<file path="config.mk">
export PLATFORM = sky130hd
export DESIGN_NAME = playfair_digraph_decrypt_flat
export DESIGN_NICKNAME = d
export VERILOG_FILES = /design/src/rtl/core/pfd_pkg.sv /design/src/rtl/core/pfd_if.sv /design/src/rtl/core/playfair_digraph_decrypt.sv /design/src/rtl/core/pfd_store.sv /design/src/rtl/core/pfd_lane.sv /design/src/rtl/core/pfd_merge.sv /design/src/flat_wrapper.sv
export SDC_FILE = /design/constraint.sdc
export NUM_CORES = 1
export LEC_CHECK = 0
export BUFFER_PORTS_ARGS = -buffer_cell sky130_fd_sc_hd__clkbuf_2
export CAP_MARGIN = 10
export CORE_MARGIN = 2
export CORE_UTILIZATION = 40
export CTS_CLUSTER_DIAMETER = 30
export CTS_CLUSTER_SIZE = 20
export DETAILED_ROUTE_END_ITERATION = 12
export HOLD_SLACK_MARGIN = 0.15
export MAX_ROUTING_LAYER = met4
export PLACE_DENSITY = 0.58
export SYNTH_ARGS = -nofsm -noshare
export SYNTH_HDL_FRONTEND = slang
export SYNTH_SLANG_ARGS = --single-unit
</file>
<file path="constraint.sdc">
create_clock -name clk -period 13.2 [get_ports clk]
set_clock_uncertainty 0.05 [all_clocks]
set_input_delay 0.66 -clock clk [delete_from_list [all_inputs] [get_ports clk]]
set_output_delay 0.66 -clock clk [all_outputs]
set_load 0.03 [all_outputs]
</file>
<file path="src/rtl/core/pfd_pkg.sv">
package pfd_pkg;

    localparam int SqSize = 25;
    localparam int SqSide = 5;

    typedef logic [4:0] code_t;
    typedef logic [4:0] place_t;
    typedef logic [2:0] coord_t;

    localparam code_t NoLetter = 5'd31;
    localparam code_t CodeJ    = 5'd9;

    localparam logic [7:0] AsciiA    = 8'h41;
    localparam logic [7:0] AsciiJ    = 8'h4A;
    localparam logic [7:0] AsciiZ    = 8'h5A;
    localparam logic [7:0] AsciiLowA = 8'h61;
    localparam logic [7:0] AsciiLowZ = 8'h7A;
    localparam logic [7:0] CaseGap   = 8'h20;

    localparam logic KIND_KEY  = 1'b0;
    localparam logic KIND_PAIR = 1'b1;

    typedef enum logic [1:0] {
        STATUS_OK             = 2'd0,
        STATUS_NOT_IN_SQUARE  = 2'd1,
        STATUS_KEY_INCOMPLETE = 2'd2
    } status_t;

    typedef enum logic [1:0] {
        ST_IDLE,
        ST_MERGE,
        ST_FILL
    } state_t;

    typedef struct packed {
        logic   bad;
        coord_t row;
        coord_t col;
    } lane_info_t;

    typedef struct packed {
        logic   bad;
        place_t addr_a;
        place_t addr_b;
    } merge_out_t;

    function automatic code_t code_of_upper(logic [7:0] c);
        logic [7:0] d;
        d = c - AsciiA;
        if (c < AsciiA || c > AsciiZ)
            return NoLetter;
        else if (c >= AsciiJ)
            return code_t'(d - 8'd1);
        else
            return code_t'(d);
    endfunction

    function automatic logic [7:0] ascii_of_code(code_t k);
        logic [7:0] base;
        base = AsciiA + {3'b000, k};
        if (k < CodeJ)
            return base;
        else
            return base + 8'd1;
    endfunction

    function automatic coord_t place_row(place_t p);
        if (p < place_t'(SqSide))
            return coord_t'(0);
        else if (p < place_t'(2 * SqSide))
            return coord_t'(1);
        else if (p < place_t'(3 * SqSide))
            return coord_t'(2);
        else if (p < place_t'(4 * SqSide))
            return coord_t'(3);
        else
            return coord_t'(4);
    endfunction

    function automatic coord_t place_col(place_t p);
        place_t t;
        t = p - place_t'(place_row(p)) * place_t'(SqSide);
        return coord_t'(t);
    endfunction

    function automatic coord_t wrap_dec(coord_t v);
        if (v == coord_t'(0))
            return coord_t'(SqSide - 1);
        else
            return v - coord_t'(1);
    endfunction

    function automatic place_t join_place(coord_t r, coord_t c);
        return place_t'(r) * place_t'(SqSide) + place_t'(c);
    endfunction

endpackage

</file>
<file path="src/rtl/core/pfd_if.sv">
interface pfd_in_if;
    logic       valid;
    logic       ready;
    logic       kind;
    logic [7:0] letter_a;
    logic [7:0] letter_b;
    logic       key_last;

    modport source (output valid, kind, letter_a, letter_b, key_last, input ready);
    modport sink (input valid, kind, letter_a, letter_b, key_last, output ready);
endinterface

interface pfd_out_if;
    logic       valid;
    logic       ready;
    logic [7:0] plain_a;
    logic [7:0] plain_b;
    logic [1:0] status;

    modport source (output valid, plain_a, plain_b, status, input ready);
    modport sink (input valid, plain_a, plain_b, status, output ready);
endinterface

</file>
<file path="src/rtl/core/playfair_digraph_decrypt.sv">
// channel  dir  fields                                   per word
// in_ch    in   kind, letter_a, letter_b, key_last       key byte or cipher pair
// out_ch   out  plain_a, plain_b, status                 one per cipher pair
//
// a pair goes through a position lookup, then a square lookup into the output register
// the last key byte starts a walk that fills the rest of the square
// reset restores the plain alphabet square through per entry valid bits, no clear pass
// a pair waits in the merge step while the output register is still held by the sink
module playfair_digraph_decrypt (
    input logic     clk,
    input logic     rst_n,
    pfd_in_if.sink  in_ch,
    pfd_out_if.source out_ch
);
    import pfd_pkg::*;

    state_t            state_reg, state_next;
    logic              kb_reg, kb_next;
    place_t            fill_reg, fill_next;
    logic [SqSize-1:0] used_reg, used_next;
    code_t             walk_reg, walk_next;
    logic              out_valid_reg, out_valid_next;
    status_t           status_reg, status_next;
    logic              pend_reg, pend_next;

    logic              wr_en;
    place_t            wr_place;
    code_t             wr_code;
    logic              pos_en;
    logic              sq_en;
    code_t             addr_a, addr_b;
    place_t            pos_a, pos_b;
    code_t             sq_a, sq_b;
    lane_info_t        info_a, info_b;
    merge_out_t        merged;

    logic [7:0]        key_char;
    code_t             key_code;
    logic [SqSize-1:0] used_eff;
    place_t            fill_eff;

    pfd_lane u_lane_a (
        .clk     (clk),
        .load    (pos_en),
        .letter  (in_ch.letter_a),
        .pos     (pos_a),
        .rd_addr (addr_a),
        .info    (info_a)
    );

    pfd_lane u_lane_b (
        .clk     (clk),
        .load    (pos_en),
        .letter  (in_ch.letter_b),
        .pos     (pos_b),
        .rd_addr (addr_b),
        .info    (info_b)
    );

    pfd_merge u_merge (
        .lane_a (info_a),
        .lane_b (info_b),
        .result (merged)
    );

    pfd_store u_store (
        .clk        (clk),
        .rst_n      (rst_n),
        .wr_en      (wr_en),
        .wr_place   (wr_place),
        .wr_code    (wr_code),
        .pos_en     (pos_en),
        .pos_addr_a (addr_a),
        .pos_addr_b (addr_b),
        .pos_a      (pos_a),
        .pos_b      (pos_b),
        .sq_en      (sq_en),
        .sq_addr_a  (merged.addr_a),
        .sq_addr_b  (merged.addr_b),
        .sq_a       (sq_a),
        .sq_b       (sq_b)
    );

    // key byte folded to upper case
    assign key_char = (in_ch.letter_a >= AsciiLowA && in_ch.letter_a <= AsciiLowZ)
                      ? in_ch.letter_a - CaseGap : in_ch.letter_a;
    assign key_code = code_of_upper(key_char);
    assign used_eff = kb_reg ? used_reg : '0;
    assign fill_eff = kb_reg ? fill_reg : place_t'(0);

    always_ff @(posedge clk or negedge rst_n)
    begin
        if (!rst_n)
        begin
            state_reg     <= ST_IDLE;
            kb_reg        <= 1'b0;
            fill_reg      <= place_t'(SqSize);
            used_reg      <= '1;
            walk_reg      <= '0;
            out_valid_reg <= 1'b0;
            status_reg    <= STATUS_OK;
            pend_reg      <= 1'b0;
        end
        else
        begin
            state_reg     <= state_next;
            kb_reg        <= kb_next;
            fill_reg      <= fill_next;
            used_reg      <= used_next;
            walk_reg      <= walk_next;
            out_valid_reg <= out_valid_next;
            status_reg    <= status_next;
            pend_reg      <= pend_next;
        end
    end

    always_comb
    begin
        state_next     = state_reg;
        kb_next        = kb_reg;
        fill_next      = fill_reg;
        used_next      = used_reg;
        walk_next      = walk_reg;
        out_valid_next = out_valid_reg;
        status_next    = status_reg;
        pend_next      = pend_reg;
        wr_en          = 1'b0;
        wr_place       = fill_reg;
        wr_code        = walk_reg;
        pos_en         = 1'b0;
        sq_en          = 1'b0;
        in_ch.ready    = 1'b0;

        if (out_valid_reg && out_ch.ready)
            out_valid_next = 1'b0;

        unique case (state_reg)
            ST_IDLE:
            begin
                in_ch.ready = 1'b1;
                if (in_ch.valid)
                begin
                    if (in_ch.kind == KIND_KEY)
                    begin
                        kb_next   = 1'b1;
                        used_next = used_eff;
                        fill_next = fill_eff;
                        if (key_code != NoLetter && key_char != AsciiJ
                            && fill_eff < place_t'(SqSize) && !used_eff[key_code])
                        begin
                            wr_en               = 1'b1;
                            wr_place            = fill_eff;
                            wr_code             = key_code;
                            used_next[key_code] = 1'b1;
                            fill_next           = fill_eff + place_t'(1);
                        end
                        if (in_ch.key_last)
                        begin
                            walk_next  = '0;
                            state_next = ST_FILL;
                        end
                    end
                    else
                    begin
                        pos_en     = 1'b1;
                        pend_next  = kb_reg;
                        state_next = ST_MERGE;
                    end
                end
            end
            ST_MERGE:
            begin
                if (!out_valid_reg || out_ch.ready)
                begin
                    sq_en          = 1'b1;
                    out_valid_next = 1'b1;
                    if (pend_reg)
                        status_next = STATUS_KEY_INCOMPLETE;
                    else if (merged.bad)
                        status_next = STATUS_NOT_IN_SQUARE;
                    else
                        status_next = STATUS_OK;
                    state_next = ST_IDLE;
                end
            end
            ST_FILL:
            begin
                // append the remaining alphabet, one letter checked a cycle
                if (fill_reg < place_t'(SqSize) && !used_reg[walk_reg])
                begin
                    wr_en               = 1'b1;
                    wr_place            = fill_reg;
                    wr_code             = walk_reg;
                    used_next[walk_reg] = 1'b1;
                    fill_next           = fill_reg + place_t'(1);
                end
                if (walk_reg == code_t'(SqSize - 1))
                begin
                    kb_next    = 1'b0;
                    state_next = ST_IDLE;
                end
                else
                    walk_next = walk_reg + code_t'(1);
            end
            default:
            begin
                state_next = ST_IDLE;
            end
        endcase
    end

    assign out_ch.valid   = out_valid_reg;
    assign out_ch.status  = status_reg;
    assign out_ch.plain_a = (status_reg == STATUS_OK) ? ascii_of_code(sq_a) : 8'h00;
    assign out_ch.plain_b = (status_reg == STATUS_OK) ? ascii_of_code(sq_b) : 8'h00;

endmodule

</file>
<file path="src/rtl/core/pfd_store.sv">
module pfd_store (
    input  logic            clk,
    input  logic            rst_n,
    input  logic            wr_en,
    input  pfd_pkg::place_t wr_place,
    input  pfd_pkg::code_t  wr_code,
    input  logic            pos_en,
    input  pfd_pkg::code_t  pos_addr_a,
    input  pfd_pkg::code_t  pos_addr_b,
    output pfd_pkg::place_t pos_a,
    output pfd_pkg::place_t pos_b,
    input  logic            sq_en,
    input  pfd_pkg::place_t sq_addr_a,
    input  pfd_pkg::place_t sq_addr_b,
    output pfd_pkg::code_t  sq_a,
    output pfd_pkg::code_t  sq_b
);
    import pfd_pkg::*;

    place_t pos_mem [SqSize];
    code_t  sq_mem  [SqSize];

    logic [SqSize-1:0] pos_vld_reg;
    logic [SqSize-1:0] sq_vld_reg;

    place_t pos_q_a_reg, pos_q_b_reg;
    code_t  pos_addr_a_reg, pos_addr_b_reg;
    logic   pos_hit_a_reg, pos_hit_b_reg;

    code_t  sq_q_a_reg, sq_q_b_reg;
    place_t sq_addr_a_reg, sq_addr_b_reg;
    logic   sq_hit_a_reg, sq_hit_b_reg;

    // entries never written read as the reset square
    always_ff @(posedge clk or negedge rst_n)
    begin
        if (!rst_n)
        begin
            pos_vld_reg <= '0;
            sq_vld_reg  <= '0;
        end
        else if (wr_en)
        begin
            pos_vld_reg[wr_code] <= 1'b1;
            sq_vld_reg[wr_place] <= 1'b1;
        end
    end

    always_ff @(posedge clk)
    begin
        if (wr_en)
        begin
            pos_mem[wr_code] <= wr_place;
            sq_mem[wr_place] <= wr_code;
        end
    end

    always_ff @(posedge clk)
    begin
        if (pos_en)
        begin
            pos_q_a_reg    <= pos_mem[pos_addr_a];
            pos_q_b_reg    <= pos_mem[pos_addr_b];
            pos_hit_a_reg  <= pos_vld_reg[pos_addr_a];
            pos_hit_b_reg  <= pos_vld_reg[pos_addr_b];
            pos_addr_a_reg <= pos_addr_a;
            pos_addr_b_reg <= pos_addr_b;
        end
    end

    always_ff @(posedge clk)
    begin
        if (sq_en)
        begin
            sq_q_a_reg    <= sq_mem[sq_addr_a];
            sq_q_b_reg    <= sq_mem[sq_addr_b];
            sq_hit_a_reg  <= sq_vld_reg[sq_addr_a];
            sq_hit_b_reg  <= sq_vld_reg[sq_addr_b];
            sq_addr_a_reg <= sq_addr_a;
            sq_addr_b_reg <= sq_addr_b;
        end
    end

    assign pos_a = pos_hit_a_reg ? pos_q_a_reg : pos_addr_a_reg;
    assign pos_b = pos_hit_b_reg ? pos_q_b_reg : pos_addr_b_reg;
    assign sq_a  = sq_hit_a_reg ? sq_q_a_reg : sq_addr_a_reg;
    assign sq_b  = sq_hit_b_reg ? sq_q_b_reg : sq_addr_b_reg;

endmodule

</file>
<file path="src/rtl/core/pfd_lane.sv">
module pfd_lane (
    input  logic                clk,
    input  logic                load,
    input  logic [7:0]          letter,
    input  pfd_pkg::place_t     pos,
    output pfd_pkg::code_t      rd_addr,
    output pfd_pkg::lane_info_t info
);
    import pfd_pkg::*;

    code_t  code;
    place_t place;
    logic   bad_reg;

    assign code    = code_of_upper(letter);
    assign rd_addr = (code == NoLetter) ? code_t'(0) : code;

    always_ff @(posedge clk)
    begin
        if (load)
            bad_reg <= (code == NoLetter);
    end

    assign place    = (pos >= place_t'(SqSize)) ? place_t'(0) : pos;
    assign info.bad = bad_reg;
    assign info.row = place_row(place);
    assign info.col = place_col(place);

endmodule

</file>
<file path="src/rtl/core/pfd_merge.sv">
module pfd_merge (
    input  pfd_pkg::lane_info_t lane_a,
    input  pfd_pkg::lane_info_t lane_b,
    output pfd_pkg::merge_out_t result
);
    import pfd_pkg::*;

    coord_t r1, c1, r2, c2;

    always_comb
    begin
        r1 = lane_a.row;
        c1 = lane_a.col;
        r2 = lane_b.row;
        c2 = lane_b.col;
        priority if (lane_a.row == lane_b.row)
        begin
            c1 = wrap_dec(lane_a.col);
            c2 = wrap_dec(lane_b.col);
        end
        else if (lane_a.col == lane_b.col)
        begin
            r1 = wrap_dec(lane_a.row);
            r2 = wrap_dec(lane_b.row);
        end
        else
        begin
            c1 = lane_b.col;
            c2 = lane_a.col;
        end
    end

    assign result.bad    = lane_a.bad || lane_b.bad;
    assign result.addr_a = join_place(r1, c1);
    assign result.addr_b = join_place(r2, c2);

endmodule

</file>
<file path="src/flat_wrapper.sv">
// flat-port wrapper written by rule: the top's interface ports become plain ports
module playfair_digraph_decrypt_flat import pfd_pkg::*;
  (clk, rst_n, in_ch_valid, in_ch_kind, in_ch_letter_a, in_ch_letter_b, in_ch_key_last, in_ch_ready, out_ch_valid, out_ch_plain_a, out_ch_plain_b, out_ch_status, out_ch_ready);
  pfd_in_if in_ch_i ();
  pfd_out_if out_ch_i ();
  input logic clk;
  input logic rst_n;
  input wire logic [$bits(in_ch_i.valid)-1:0] in_ch_valid;
  input wire logic [$bits(in_ch_i.kind)-1:0] in_ch_kind;
  input wire logic [$bits(in_ch_i.letter_a)-1:0] in_ch_letter_a;
  input wire logic [$bits(in_ch_i.letter_b)-1:0] in_ch_letter_b;
  input wire logic [$bits(in_ch_i.key_last)-1:0] in_ch_key_last;
  output wire logic [$bits(in_ch_i.ready)-1:0] in_ch_ready;
  output wire logic [$bits(out_ch_i.valid)-1:0] out_ch_valid;
  output wire logic [$bits(out_ch_i.plain_a)-1:0] out_ch_plain_a;
  output wire logic [$bits(out_ch_i.plain_b)-1:0] out_ch_plain_b;
  output wire logic [$bits(out_ch_i.status)-1:0] out_ch_status;
  input wire logic [$bits(out_ch_i.ready)-1:0] out_ch_ready;
  assign in_ch_i.valid = in_ch_valid;
  assign in_ch_i.kind = in_ch_kind;
  assign in_ch_i.letter_a = in_ch_letter_a;
  assign in_ch_i.letter_b = in_ch_letter_b;
  assign in_ch_i.key_last = in_ch_key_last;
  assign in_ch_ready = in_ch_i.ready;
  assign out_ch_valid = out_ch_i.valid;
  assign out_ch_plain_a = out_ch_i.plain_a;
  assign out_ch_plain_b = out_ch_i.plain_b;
  assign out_ch_status = out_ch_i.status;
  assign out_ch_i.ready = out_ch_ready;
  playfair_digraph_decrypt u_core (.clk(clk), .rst_n(rst_n), .in_ch(in_ch_i), .out_ch(out_ch_i));
endmodule
</file>
[Yosys cells after proc, flatten, opt, wreduce, memory -nomap -nowiden]
Memory sizes are Yosys's and may differ from the RTL's. A register that Yosys moved wholly into a read port is not among the register bits.
Cells that the tools add are included.
Word-level totals
  register bits after elaboration: 118
  latch bits: 0
  memory bits (writable): 250
  memory bits (read-only): 0
  bits of input ports: 22
  output and inout bits: 20
  logic and storage cells: 249
  memories kept: 2
Cells by class
  $add $sub $neg: 22
  $mul: 4
  div/mod/pow operators: 0
  $lt $le $gt $ge: 37
  eq/ne operators: 17
  shift-type cells: 0
  multiplexer cells: 112
  bitwise gates (word level): 4
  reduce and logical (&&, ||, !) cells: 31
Memory list
  u_core.u_store.pos_mem: words 25, width 5, read ports 2, clocked after Yosys merged registers in 2, write ports 1, RTL line pfd_store.sv:20  | place_t pos_mem [SqSize];
  u_core.u_store.sq_mem: words 25, width 5, read ports 2, clocked after Yosys merged registers in 2, write ports 1, RTL line pfd_store.sv:21  | code_t sq_mem [SqSize];
Operators by type and width (count)
  $mux 5: 31
  $mux 25: 5
  $or 25x25->25: 4
  $mux 3: 20
  $pmux 25 s2: 1
  $lt 5x6->1 const B: 8
  $mux 8: 5
  $ge 8x7->1 const B: 4
  $bmux 1 s5: 6
  $lt 5x4->1 const B: 6
  $sub 5x1->5 const B: 6
  $mux 1: 29
  $gt 8x7->1 const B: 3
  $lt 8x7->1 const B: 3
  $demux 1 s5: 4
  $ge 5x1->1 const B: 4
  $lt 5x5->1 const B: 4
  $pmux 5 s2: 2
  $add 7x5->8 const A: 2
  $add 8x1->8 const B: 2
  $add 5x1->5 const B: 3
  $eq 5x5->1 const B: 3
  $logic_not 3->1: 4
  $mux 2: 6
  28 further kinds: 62

[Longest topological paths before layout]
Gate-level depths: netlist of the first run.
  depth in word-level cells: 20
  mapped depth: 26
  depth with buffers taken out: 24

[Modules after synthesis]
A second synthesis of the first run with hierarchy kept.
Second synthesis, totals
  cells, all modules: 1851
  area, all modules: 22888.2 µm²
Modules (own cells, without submodules)
  pfd_store: instances 1, cells an instance 986, area an instance 16118.0 µm², sequential area each 10079.7 µm²
  playfair_digraph_decrypt: instances 1, cells an instance 547, area an instance 4431.8 µm², sequential area each 1086.0 µm²
  pfd_lane: instances 2, cells an instance 106, area an instance 764.5 µm², sequential area each 30.0 µm²
  pfd_merge: instances 1, cells an instance 106, area an instance 809.5 µm², sequential area each 0.0 µm²

[Worst setup path before layout of the first run]
OpenSTA, ideal clock, no wires.
  path kind: register to register
  start: reg u_core.u_store.pos_hit_a_reg
  end: reg u_core.u_store.sq_q_b_reg[0] (read register of u_core.u_store.sq_mem), data pin
  library setup time: 260 ps
  data arrival time: 6077 ps
  data required time: 12890 ps
  setup slack: 6814 ps
  cell stages (with the launch flop): 19
  path buffers: 4
  clock period less this slack: 6386 ps
  cells stage by stage: edfxtp_1 > buf_4 > mux2_4 > or3_4 > o211ai_4 > o211ai_1 > fa_1 > xnor2_1 > xnor2_1 > xnor2_1 > nor4_4 > buf_2 > mux2_2 > ha_1 > clkbuf_1 > clkbuf_1 > mux4_2 > mux4_2 > mux2_2
RTL lines
  from (decl): RTL line pfd_store.sv:28  | logic pos_hit_a_reg, pos_hit_b_reg;
  from (signal assigned): RTL line pfd_store.sv:64  | pos_hit_a_reg <= pos_vld_reg[pos_addr_a];
  to (decl): RTL line pfd_store.sv:30  | code_t sq_q_a_reg, sq_q_b_reg;

[Final worst setup path of the first run]
  start: reg u_core.u_store.pos_hit_a_reg
  end: reg u_core.u_store.sq_q_b_reg[1] (read register of u_core.u_store.sq_mem), data pin
Between the ends
  word-level cells in the longest chain between the ends: 15
  elaborated cells between the ends (all ways): 21
  those cells by class: 2 x add/sub; 2 x mul; 5 x order compare; 2 x eq/ne; 10 x mux
RTL lines
  $mux 5 *: RTL line pfd_store.sv:84  | assign pos_a = pos_hit_a_reg ? pos_q_a_reg : pos_addr_a_reg;
  $ge 5x5->1: RTL line pfd_lane.sv:24  | assign place = (pos >= place_t'(SqSize)) ? place_t'(0) : pos;
  $mux 5 *: RTL line pfd_lane.sv:24
  $lt 5x5->1: RTL line pfd_pkg.sv:74  | else if (p < place_t'(4 * SqSide))
  $mux 3: RTL line pfd_pkg.sv:74
  $mux 3: RTL line pfd_pkg.sv:72  | else if (p < place_t'(3 * SqSide))
  $mux 3: RTL line pfd_pkg.sv:70  | else if (p < place_t'(2 * SqSide))
  $mux 3: RTL line pfd_pkg.sv:68  | if (p < place_t'(SqSide))
  $mul 3x3->3: RTL line pfd_pkg.sv:82  | t = p - place_t'(place_row(p)) * place_t'(SqSide);
  $sub 3x3->3: RTL line pfd_pkg.sv:82
  $eq 3x3->1: RTL line pfd_merge.sv:21  | else if (lane_a.col == lane_b.col)
  $mux 3: RTL line pfd_merge.sv:21
  $mux 3: RTL line pfd_merge.sv:16  | priority if (lane_a.row == lane_b.row)
  $mul 3x3->5: RTL line pfd_pkg.sv:94  | return place_t'(r) * place_t'(SqSide) + place_t'(c);
  $add 5x3->5 *: RTL line pfd_pkg.sv:94
Every way passes the cells marked *; elsewhere a longest branch is shown, timed or not.
A chain may end at the register's enable or synchronous reset.

==> results of run 1 <==
[placed cells by master, fill, tap and decap left out, types with 39 or more instances in the layout]
master / n
clkbuf_2: 39
nand3_1: 54
ha_1: 45
a21oi_1: 91
inv_1: 41
o21ai_0: 83
nand2_1: 208
edfxtp_1: 296
nor2_1: 118
mux2i_1: 61
clkbuf_16: 92
buf_4: 41
mux4_2: 97
nor3_1: 69
dfrtp_1: 64
[routing by layer]
metal | track usage, % | vias up | wire length (µm)
met5 | - | - | 0
met4 | 7.39 | 0 | 1510
met3 | 3.56 | 113 | 5220
met2 | 37.1 | 810 | 31500
met1 | 32.4 | 8605 | 28300
li1 | - | 7699 | -
[stage by stage]
step / hold WS (ns) / total power, µW / cells
2_1_floorplan: 0.314 / 5080 / 1943
3_3_place_gp: 0.406 / 6200 / 2648
3_5_place_dp: 0.414 / 6240 / 2648
4_1_cts: 0.298 / 8700 / 2820
5_1_grt: 0.334 / 9110 / 2821
6_report: 0.315 / 8660 / 2821
[power by group through the flow]
stage	combinational [µW]	clock (µW)	sequential, µW
finish	4500	2430	1740
global route	4840	2520	1750
global placement	4440	0	1750
detailed placement	4490	0	1750
CTS	4520	2450	1730
floorplan	3390	0	1690
[cell families after synthesis]
kind of cell | Yosys count | synth area share [%]
flip-flops | 388 | 49.8
multiplexers | 193 | 14.3
other | 1 | 0.0166
adder cells (fa/ha/maj) | 52 | 3.01
AO/OA/AOI/OAI | 507 | 15.8
AND/OR/NAND/NOR | 579 | 12.2
buffers and inverters | 177 | 3.21
XOR/XNOR | 45 | 1.78
[cell type report]
class	count	area [µm²]	area share, %
timing repair buffer	81	513	1.91
clock buffer	104	2370	8.81
tap	756	946	3.52
sequential	388	11200	41.8
inverter	47	176	0.657
clock inverter	67	956	3.56
multi-input combinational	1378	10700	39.7
[final timing paths]
path	end	slack, ns
worst min-delay path	u_core.out_ch.valid	0.31
min in group asynchronous	u_core.u_store.pos_vld_reg[6]	0.47
worst min register to register	u_core.u_store.sq_vld_reg[2]	0.43
worst max register to register	u_core.u_store.sq_q_b_reg[1]	5.78
max in group asynchronous	u_core.walk_reg[0]	11.40
worst max-delay path	u_core.u_store.sq_q_b_reg[1]	5.78
[tightest hold or removal path, cell delays in order]
cell	delay [ns]
clkbuf_2	0.07
nand2b_1	0.12
nand2_1	0.06
==> impl_metrics.py, run 1 <==
metrics = {
    "outcome": {
        "status": "completed",
    },
    "floorplanning": {
        "dieArea_mm2": 0.0583,
        "initial_core_util_pct": 40.2,
        "pin_count": 42,
        "core_area_mm2": 0.0561,
        "fp-row-count": 87,
        "die_w_um": 241,
        "die_h_um": 241,
    },
    "sta": {
        "fin_crit_sh_pct": 56.2,
        "max_freq_mhz": 135,
        "max_slew.worst_pin.slew_ns": 1.23,
        "fin_ws_ns": 5.78,
        "maxSlewHeadroom_pct": 18.1,
        "final-setup-viol-count": 0,
        "rsz0062_at_grt": "no",
        "fin_tns_setup_ns": 0,
        "hold_violations": 0,
        "min_period_ns": 7.42,
        "slew_violations": 0,
    },
    "routing": {
        "via_per_inst": 6.11,
        "wl_mm": 66.6,
        "first_pass_iters": 5,
        "ant_nets": 0,
        "vias": 17200,
        "route.detailed.wl_per_inst_um": 23.6,
        "drcViolationCount": 0,
        "first_iter_violations": 1824,
    },
    "clocking": {
        "cts_resized": 0,
        "cts_tree": "done",
        "clk_pin_slew_ns": 0.05,
        "h-tree-depth": 3,
        "clk_root_buffer_cell": "clkbuf_16",
        "clk_latency_ns": 0.62,
        "cts_buffer_depth": 3,
        "cts_buffers": 91,
        "ctsHoldBuffers": 1,
        "cts.sinks": 388,
        "post_cts_buffers": 0,
    },
    "worst_setup_path": {
        "cpMostUsedCell": "xnor2_1",
        "crit_slowest_cell": "xnor2_2",
        "cp_num_buf_inv": 0,
        "cp_top_family": "multiplexers",
        "crit_path_start_kind": "register",
        "r2r_start": "u_core.u_store.pos_hit_a_reg",
        "path_depth": 20,
        "crit_fanout": 13,
        "worstPathArrival_ns": 7.74,
        "crit_chain": "mux2i_1 -> maj3_1 -> nand4b_1 -> o211ai_4 -> o211ai_1 -> fa_1 -> xnor2_1 -> xnor2_1 -> xnor2_1 -> nor4_4 -> mux2_2 -> ha_1 -> ha_1 -> ha_1 -> a21o_1 -> a21oi_1 -> xnor2_1 -> xnor2_2 -> mux4_2 -> mux2_2",
        "path_class": "reg -> reg",
        "crit_path_start": "u_core.u_store.pos_hit_a_reg",
        "reg2reg_depth": 20,
        "worstPathRequired_ns": 13.52,
        "end_kind": "register",
        "slowest_delay_ns": 0.78,
    },
    "power_and_ir_drop": {
        "p_sw_share_pct": 38.0,
        "power_density_mw_per_mm2": 323,
        "clockPowerShare_pct": 28.0,
        "p_comb_share_pct": 51.9,
        "ir_drop_mv": 0.422,
        "cellLeakagePower_uw": 0.00971,
        "p_sw_uw": 3300,
        "internal_power_uw": 5370,
        "seq_power_share_pct": 20.1,
    },
    "synthesis": {
        "syn_inst": 1942,
        "synth_common_cells": "296 x edfxtp_1, 208 x nand2_1, 118 x nor2_1, 97 x mux4_2, 92 x a21oi_1",
        "syn_area_per_cell_um2": 11.6,
        "ys_warn_count": 0,
        "synth-seq-cells": 388,
        "synth_top_flop_cell": "edfxtp_1",
        "ys_top_cells_by_area": "edfxtp_1 39%, mux4_2 9.7%, dfrtp_1 7.1%, nand2_1 3.5%, dfstp_2 3.3%",
        "yosys.area.top_type": "edfxtp_1",
        "async_reset_ff_share_pct": 23.7,
        "synth-edff-count": 296,
        "synth.most_common_cell": "edfxtp_1",
        "ys_seq_area_share_pct": 49.8,
        "netlist_area_mm2": 0.0226,
        "synth.top_cell.area_share_pct": 39.4,
        "ys_types": 101,
    },
    "hold_path": {
        "min_path_type": "in -> reg",
        "worstHoldStart": "out_ch_ready",
        "min_path_cells": 3,
    },
    "finish": {
        "design_area_mm2": 0.0269,
        "n_fill_cell": 4952,
        "drive_gt1_share_pct": 22.7,
        "utilization_pct": 47.9,
        "largestRegisters": "u_core.u_store.pos_mem: 125 flops, u_core.u_store.sq_mem: 125 flops",
        "nets": 2060,
        "synthToLayoutAreaGrowth_pct": 19.1,
        "diodes": 0,
    },
    "placement": {
        "routabilityCongestion": 0.878,
        "dp.final_hpwl_mm": 44.8,
        "placement.io_buffers": 39,
        "place_area_mm2": 0.0235,
        "place_ws_ns": 5.83,
    },
    "global_route": {
        "grt_pass1_vias": 16800,
        "grt_pass1_wl_mm": 103,
        "antenna_found_initial": 1,
        "globalRouteOverflowTotal": 0,
        "grt.total_usage_pct": 23.9,
        "grt_max_degree": 80,
    },
    "job": {
        "drv_cap": 0,
    },
}
No activity file was read; power rests on OpenSTA's default activity.
==> run 2: changes to the inputs <==
--- a/config.mk
+++ b/config.mk
@@ -14,7 +14,7 @@
 export DETAILED_ROUTE_END_ITERATION = 12
 export HOLD_SLACK_MARGIN = 0.15
 export MAX_ROUTING_LAYER = met4
-export PLACE_DENSITY = 0.58
+export PLACE_DENSITY = 0.6
 export SYNTH_ARGS = -nofsm -noshare
 export SYNTH_HDL_FRONTEND = slang
 export SYNTH_SLANG_ARGS = --single-unit
==> constraint.sdc (replaced) <==
create_clock -name clk -period 6.3 [get_ports clk]
set_clock_uncertainty 0.05 [all_clocks]
set_input_delay 0.315 -clock clk [delete_from_list [all_inputs] [get_ports clk]]
set_output_delay 0.315 -clock clk [all_outputs]
set_load 0.03 [all_outputs]
==> run 2 against run 1 <==
Against the previous run:
- total power increased by 110%
- die area did not move
- non-clock buffer count up 75
- hold slack got worse by 0.12 ns
- critical path type unchanged
- critical endpoint is now u_core.u_store.sq_q_b_reg[4]
==> impl_metrics.py, run 2 (synthesis gave the netlist of run 1 again) <==
metrics = {
    "sta": {
        "hold_violations": 0,
        "fin_tns_setup_ns": 0,
        "rsz0062_at_grt": "no",
        "slew_violations": 0,
        "fin_crit_sh_pct": 95.1,
        "maxSlewHeadroom_pct": 13.1,
        "max_freq_mhz": 167,
        "final-setup-viol-count": 0,
        "min_period_ns": 5.99,
        "max_slew.worst_pin.slew_ns": 1.30,
    },
    "worst_setup_path": {
        "end_kind": "register",
        "worstPathRequired_ns": 6.63,
        "cp-endpoint": "u_core.u_store.sq_q_b_reg[4]",
        "cp_num_buf_inv": 4,
        "reg2reg_depth": 25,
        "r2r_start": "u_core.u_store.pos_hit_a_reg",
        "worstPathArrival_ns": 6.32,
        "cp_top_family": "compound AO/OA/AOI/OAI gates",
        "crit_slowest_cell": "mux4_2",
        "path_class": "reg -> reg",
        "regToRegEndpoint": "u_core.u_store.sq_q_b_reg[4]",
        "crit_path_start": "u_core.u_store.pos_hit_a_reg",
        "path_depth": 25,
        "crit_fanout": 9,
        "ff2ff_setup_slack_ns": 0.31,
        "crit_path_start_kind": "register",
        "slowest_delay_ns": 0.50,
    },
    "clocking": {
        "clk_root_buffer_cell": "clkbuf_16",
        "clk_pin_slew_ns": 0.04,
        "clk_latency_ns": 0.63,
        "cts_buffer_depth": 3,
        "cts_tree": "done",
        "cts_buffers": 88,
        "cts.sinks": 388,
        "h-tree-depth": 3,
    },
    "power_and_ir_drop": {
        "power_density_mw_per_mm2": 676,
        "p_comb_share_pct": 55.2,
        "p_sw_uw": 7080,
        "p_sw_share_pct": 38.4,
        "ir_drop_mv": 0.742,
        "internal_power_uw": 11400,
        "seq_power_share_pct": 19.7,
        "clockPowerShare_pct": 25.1,
        "cellLeakagePower_uw": 0.00998,
    },
    "routing": {
        "ant_nets": 0,
        "wl_mm": 67.5,
        "drcViolationCount": 0,
        "via_per_inst": 6.10,
        "route.detailed.wl_per_inst_um": 23.3,
        "first_iter_violations": 1977,
        "vias": 17600,
        "first_pass_iters": 6,
    },
    "finish": {
        "drive_gt1_share_pct": 25.0,
        "largestRegisters": "u_core.u_store.pos_mem: 125 flops, u_core.u_store.sq_mem: 125 flops",
        "final_cell_mix": "296 x edfxtp_1, 208 x nand2_1, 118 x nor2_1",
        "final_cells": 2891,
        "n_fill_cell": 4948,
        "nets": 2132,
        "synthToLayoutAreaGrowth_pct": 21.0,
        "final_common_cell": "edfxtp_1",
    },
    "global_route": {
        "globalRouteOverflowTotal": 0,
        "met2_usage_pct": 36.4,
        "grt_pass1_vias": 17200,
        "grtUsageMet1_pct": 31.6,
        "antenna_found_initial": 1,
        "grt_pass1_wl_mm": 103,
        "met3_usage_pct": 5.44,
        "grt.total_usage_pct": 23.9,
        "gr-max-usage-layer": "met2",
        "grt_max_degree": 68,
    },
    "placement": {
        "dp_cells": 2717,
        "routabilityCongestion": 0.912,
        "placement.io_buffers": 39,
        "dp.final_hpwl_mm": 46.3,
    },
    "floorplanning": {
        "core_area_mm2": 0.0561,
        "dieArea_mm2": 0.0583,
        "die_w_um": 241,
        "initial_core_util_pct": 40.2,
        "pin_count": 42,
        "die_h_um": 241,
        "fp-row-count": 87,
    },
    "outcome": {
        "status": "completed",
    },
    "job": {
        "drv_cap": 0,
    },
    "hold_path": {
        "min_path_type": "in -> reg",
    },
}
==> run 2: tightest hold or removal path: cells and delay by family <==
family	cells	cell delay [ns]
compound gates	1	0.07
buf+inv	1	0.08
simple gates	3	0.36
==> run 2: through the flow <==
step	cell area (µm²)	util (%)	worst slack, ns	hold slack [ns]	total power [µW]
6_report	27300	48.7	0.310	0.191	18400
5_1_grt	27300	48.7	0.0279	0.285	19400
4_1_cts	27200	48.6	0.115	0.173	18500
3_5_place_dp	24100	43.0	-0.312	0.202	13700
3_3_place_gp	24100	43.0	-0.186	0.194	13500
2_1_floorplan	22600	-	0.0356	-0.0306	10700
==> run 2: power groups by stage <==
stage	registers [µW]	clock network, µW	logic [µW]
after CTS	3630	4670	10200
final	3630	4630	10200
after global placement	3660	0	9860
after global routing	3670	4820	10900
after floorplan	3540	0	7110
after detailed placement	3670	0	10000
==> run 2: cell type report <==
cell class	count	area, µm²	area share [%]
sequential	388	11200	41.1
multi-input combinational	1378	10700	39.3
clock buffer	98	2260	8.29
timing repair buffer	156	1160	4.25
tap	756	946	3.47
clock inverter	67	796	2.92
inverter	47	176	0.647
antenna	1	2.50	0.00917
==> run 2: worst min path at each step <==
stage | from | end | slack [ns] | depth (start not counted)
floorplan | rst_n | u_core.fill_reg[1] | -0.03 | 0
global placement | rst_n | u_core.u_store.pos_vld_reg[6] | 0.19 | 1
detailed placement | rst_n | u_core.u_store.pos_vld_reg[6] | 0.20 | 1
CTS | in_ch_valid | u_core.kb_reg | 0.17 | 5
global route | in_ch_key_last | u_core.state_reg[1] | 0.29 | 4
finish | in_ch_valid | u_core.kb_reg | 0.19 | 5
==> run 2: repair_timing <==
action	CTS	global route
setup endpoints to repair	5	12
setup buffers	3	1
gates resized for setup	1	6
pin swaps	1	2
hold buffers	4	0
endpoints found under the hold margin	27	0
==> run 2: layer usage <==
layer  wire (µm)  share of wire, %
met2       31600                47
met1       28100                42
met5           0                 0
met4        1890               2.8
met3        5860               8.7
==> run 3: changes to the inputs <==
--- a/config.mk
+++ b/config.mk
@@ -14,7 +14,7 @@
 export DETAILED_ROUTE_END_ITERATION = 12
 export HOLD_SLACK_MARGIN = 0.15
 export MAX_ROUTING_LAYER = met4
-export PLACE_DENSITY = 0.6
+export PLACE_DENSITY = 0.58
 export SYNTH_ARGS = -nofsm -noshare
 export SYNTH_HDL_FRONTEND = slang
 export SYNTH_SLANG_ARGS = --single-unit
==> constraint.sdc (replaced) <==
create_clock -name clk -period 7.41 [get_ports clk]
set_clock_uncertainty 0.05 [all_clocks]
set_input_delay 0.3705 -clock clk [delete_from_list [all_inputs] [get_ports clk]]
set_output_delay 0.3705 -clock clk [all_outputs]
set_load 0.03 [all_outputs]
==> run 3 against run 2 <==
Against the previous run:
- die area did not move
- critical path depth shrank 5
- sequential cell count is the same
- utilization is 1.2 points lower
- fmax is 13% lower
- combinational power down 20%
==> impl_metrics.py, run 3 (synthesis gave the netlist of run 1 again) <==
metrics = {
    "power_and_ir_drop": {
        "p_sw_share_pct": 39.0,
        "ir_drop_mv": 0.521,
        "clockPowerShare_pct": 25.4,
        "power_density_mw_per_mm2": 567,
        "p_sw_uw": 5880,
        "internal_power_uw": 9200,
        "p_comb_share_pct": 54.0,
        "cellLeakagePower_uw": 0.00957,
        "totalPowerFinal_uw": 15100,
        "seq_power_share_pct": 20.6,
    },
    "clocking": {
        "cts_buffers": 85,
        "cts_buffer_depth": 3,
        "clk_root_buffer_cell": "clkbuf_16",
        "cts_tree": "done",
        "cts.sinks": 388,
        "post_cts_buffers": 0,
        "h-tree-depth": 3,
        "clk_pin_slew_ns": 0.05,
        "clk_latency_ns": 0.62,
    },
    "global_route": {
        "antenna_found_initial": 3,
        "grt_max_degree": 62,
        "grt_pass1_wl_mm": 101,
        "grt.total_usage_pct": 23.5,
        "grt_pass1_vias": 16800,
        "globalRouteOverflowTotal": 0,
    },
    "routing": {
        "via_per_inst": 6.12,
        "ant_nets": 0,
        "vias": 17300,
        "drcViolationCount": 0,
        "wl_mm": 66.5,
        "first_pass_iters": 6,
        "route.detailed.wl_per_inst_um": 23.5,
        "first_iter_violations": 1774,
    },
    "worst_setup_path": {
        "crit_chain": "mux2_2 -> o21bai_1 -> a21oi_2 -> o211ai_4 -> ha_1 -> fa_1 -> xnor2_1 -> xnor2_1 -> xnor2_1 -> nor4_4 -> mux2i_2 -> ha_1 -> ha_1 -> ha_1 -> a21o_1 -> a21oi_1 -> xnor2_1 -> xnor2_4 -> mux4_2 -> mux2_2",
        "end_kind": "register",
        "path_class": "reg -> reg",
        "worstPathRequired_ns": 7.72,
        "worstPathArrival_ns": 7.22,
        "crit_path_start_kind": "register",
        "slowest_delay_ns": 0.63,
        "crit_slowest_cell": "edfxtp_1",
        "crit_fanout": 12,
    },
    "job": {
        "drv_cap": 0,
    },
    "finish": {
        "synthToLayoutAreaGrowth_pct": 17.9,
        "drive_gt1_share_pct": 22.7,
        "final_common_cell": "edfxtp_1",
        "largestRegisters": "u_core.u_store.pos_mem: 125 flops, u_core.u_store.sq_mem: 125 flops",
        "final_cell_mix": "296 x edfxtp_1, 208 x nand2_1, 118 x nor2_1",
        "nets": 2067,
    },
    "sta": {
        "final-setup-viol-count": 0,
        "fin_tns_setup_ns": 0,
        "min_period_ns": 6.91,
        "max_slew.worst_pin.slew_ns": 1.24,
        "max_freq_mhz": 145,
        "whs_ns": 0.227,
        "fin_ws_ns": 0.500,
        "fin_crit_sh_pct": 93.2,
        "hold_violations": 0,
        "maxSlewHeadroom_pct": 17.1,
        "slew_violations": 0,
        "rsz0062_at_grt": "no",
    },
    "placement": {
        "placement.io_buffers": 39,
        "place_ws_ns": 0.389,
        "routabilityCongestion": 0.920,
        "dp.final_hpwl_mm": 45.4,
    },
    "floorplanning": {
        "die_w_um": 241,
        "dieArea_mm2": 0.0583,
        "pin_count": 42,
        "die_h_um": 241,
        "core_area_mm2": 0.0561,
        "fp-row-count": 87,
        "initial_core_util_pct": 40.2,
    },
    "hold_path": {
        "min_path_type": "in -> async",
    },
    "outcome": {
        "status": "completed",
    },
}
[run 3: metal layers]
layer  global-route usage (%)  part of all wire, %  up-vias
met2                     35.7                   46      777
met4                     9.76                  3.5        0
met5                        -                    0        -
li1                         -                    -     7717
met1                     30.1                   42     8629
met3                     5.95                  8.7      172
[run 3: through the flow]
stage               cells  utilization (%)  area (µm²)
finish               2826             47.4       26600
global route         2826             47.4       26600
CTS                  2822             47.4       26600
detailed placement   2659             42.1       23600
global placement     2659             42.1       23600
floorplan            1943                -       22600
[run 3: final timing paths]
check / startpoint / to / slack [ns] / cells past startpoint
worst max-delay path: u_core.u_store.pos_hit_a_reg / u_core.u_store.sq_q_b_reg[0] / 0.50 / 20
worst min-delay path: rst_n / u_core.out_ch.valid / 0.23 / 2
worst max register to register: u_core.u_store.pos_hit_a_reg / u_core.u_store.sq_q_b_reg[0] / 0.50 / 20
worst min register to register: u_core.u_store.sq_vld_reg[12] / u_core.u_store.sq_vld_reg[12] / 0.43 / 2
max in group asynchronous: rst_n / u_core.u_store.sq_vld_reg[22] / 5.91 / 3
min in group clk: in_ch_kind / u_core.kb_reg / 0.30 / 5
[run 3: power by group through the flow]
stage | logic (µW) | clock network, µW | registers (µW)
final | 8140 | 3830 | 3110
after global routing | 8730 | 3990 | 3130
after CTS | 8130 | 3870 | 3100
after detailed placement | 8110 | 0 | 3140
after global placement | 8020 | 0 | 3140
after floorplan | 6040 | 0 | 3010
[run 3: layout make-up]
class	count	area, µm²
well taps	756	946
inverters	47	176
diodes	4	10.0
repair buffers	94	621
fillers	4990	29500
clock inverters	65	751
flip-flops and latches	388	11200
multi-input cells	1378	10700
clock buffers	94	2180
[run 3: repair_timing]
item                                    CTS  global route
hold endpoints to repair                 33             0
endpoints found under the setup margin    0             5
hold buffers                              4             0
gates resized for setup                   0             3
[run 3: worst max-delay path, delay by kind of cell (launching register included)]
kind	cells	cell delay, ns
flip-flops	1	0.63
multiplexers	4	1.74
AO/OA/AOI/OAI	5	0.95
XOR/XNOR	5	1.19
adder cells (fa/ha/maj)	5	1.57
AND/OR/NAND/NOR	1	0.53
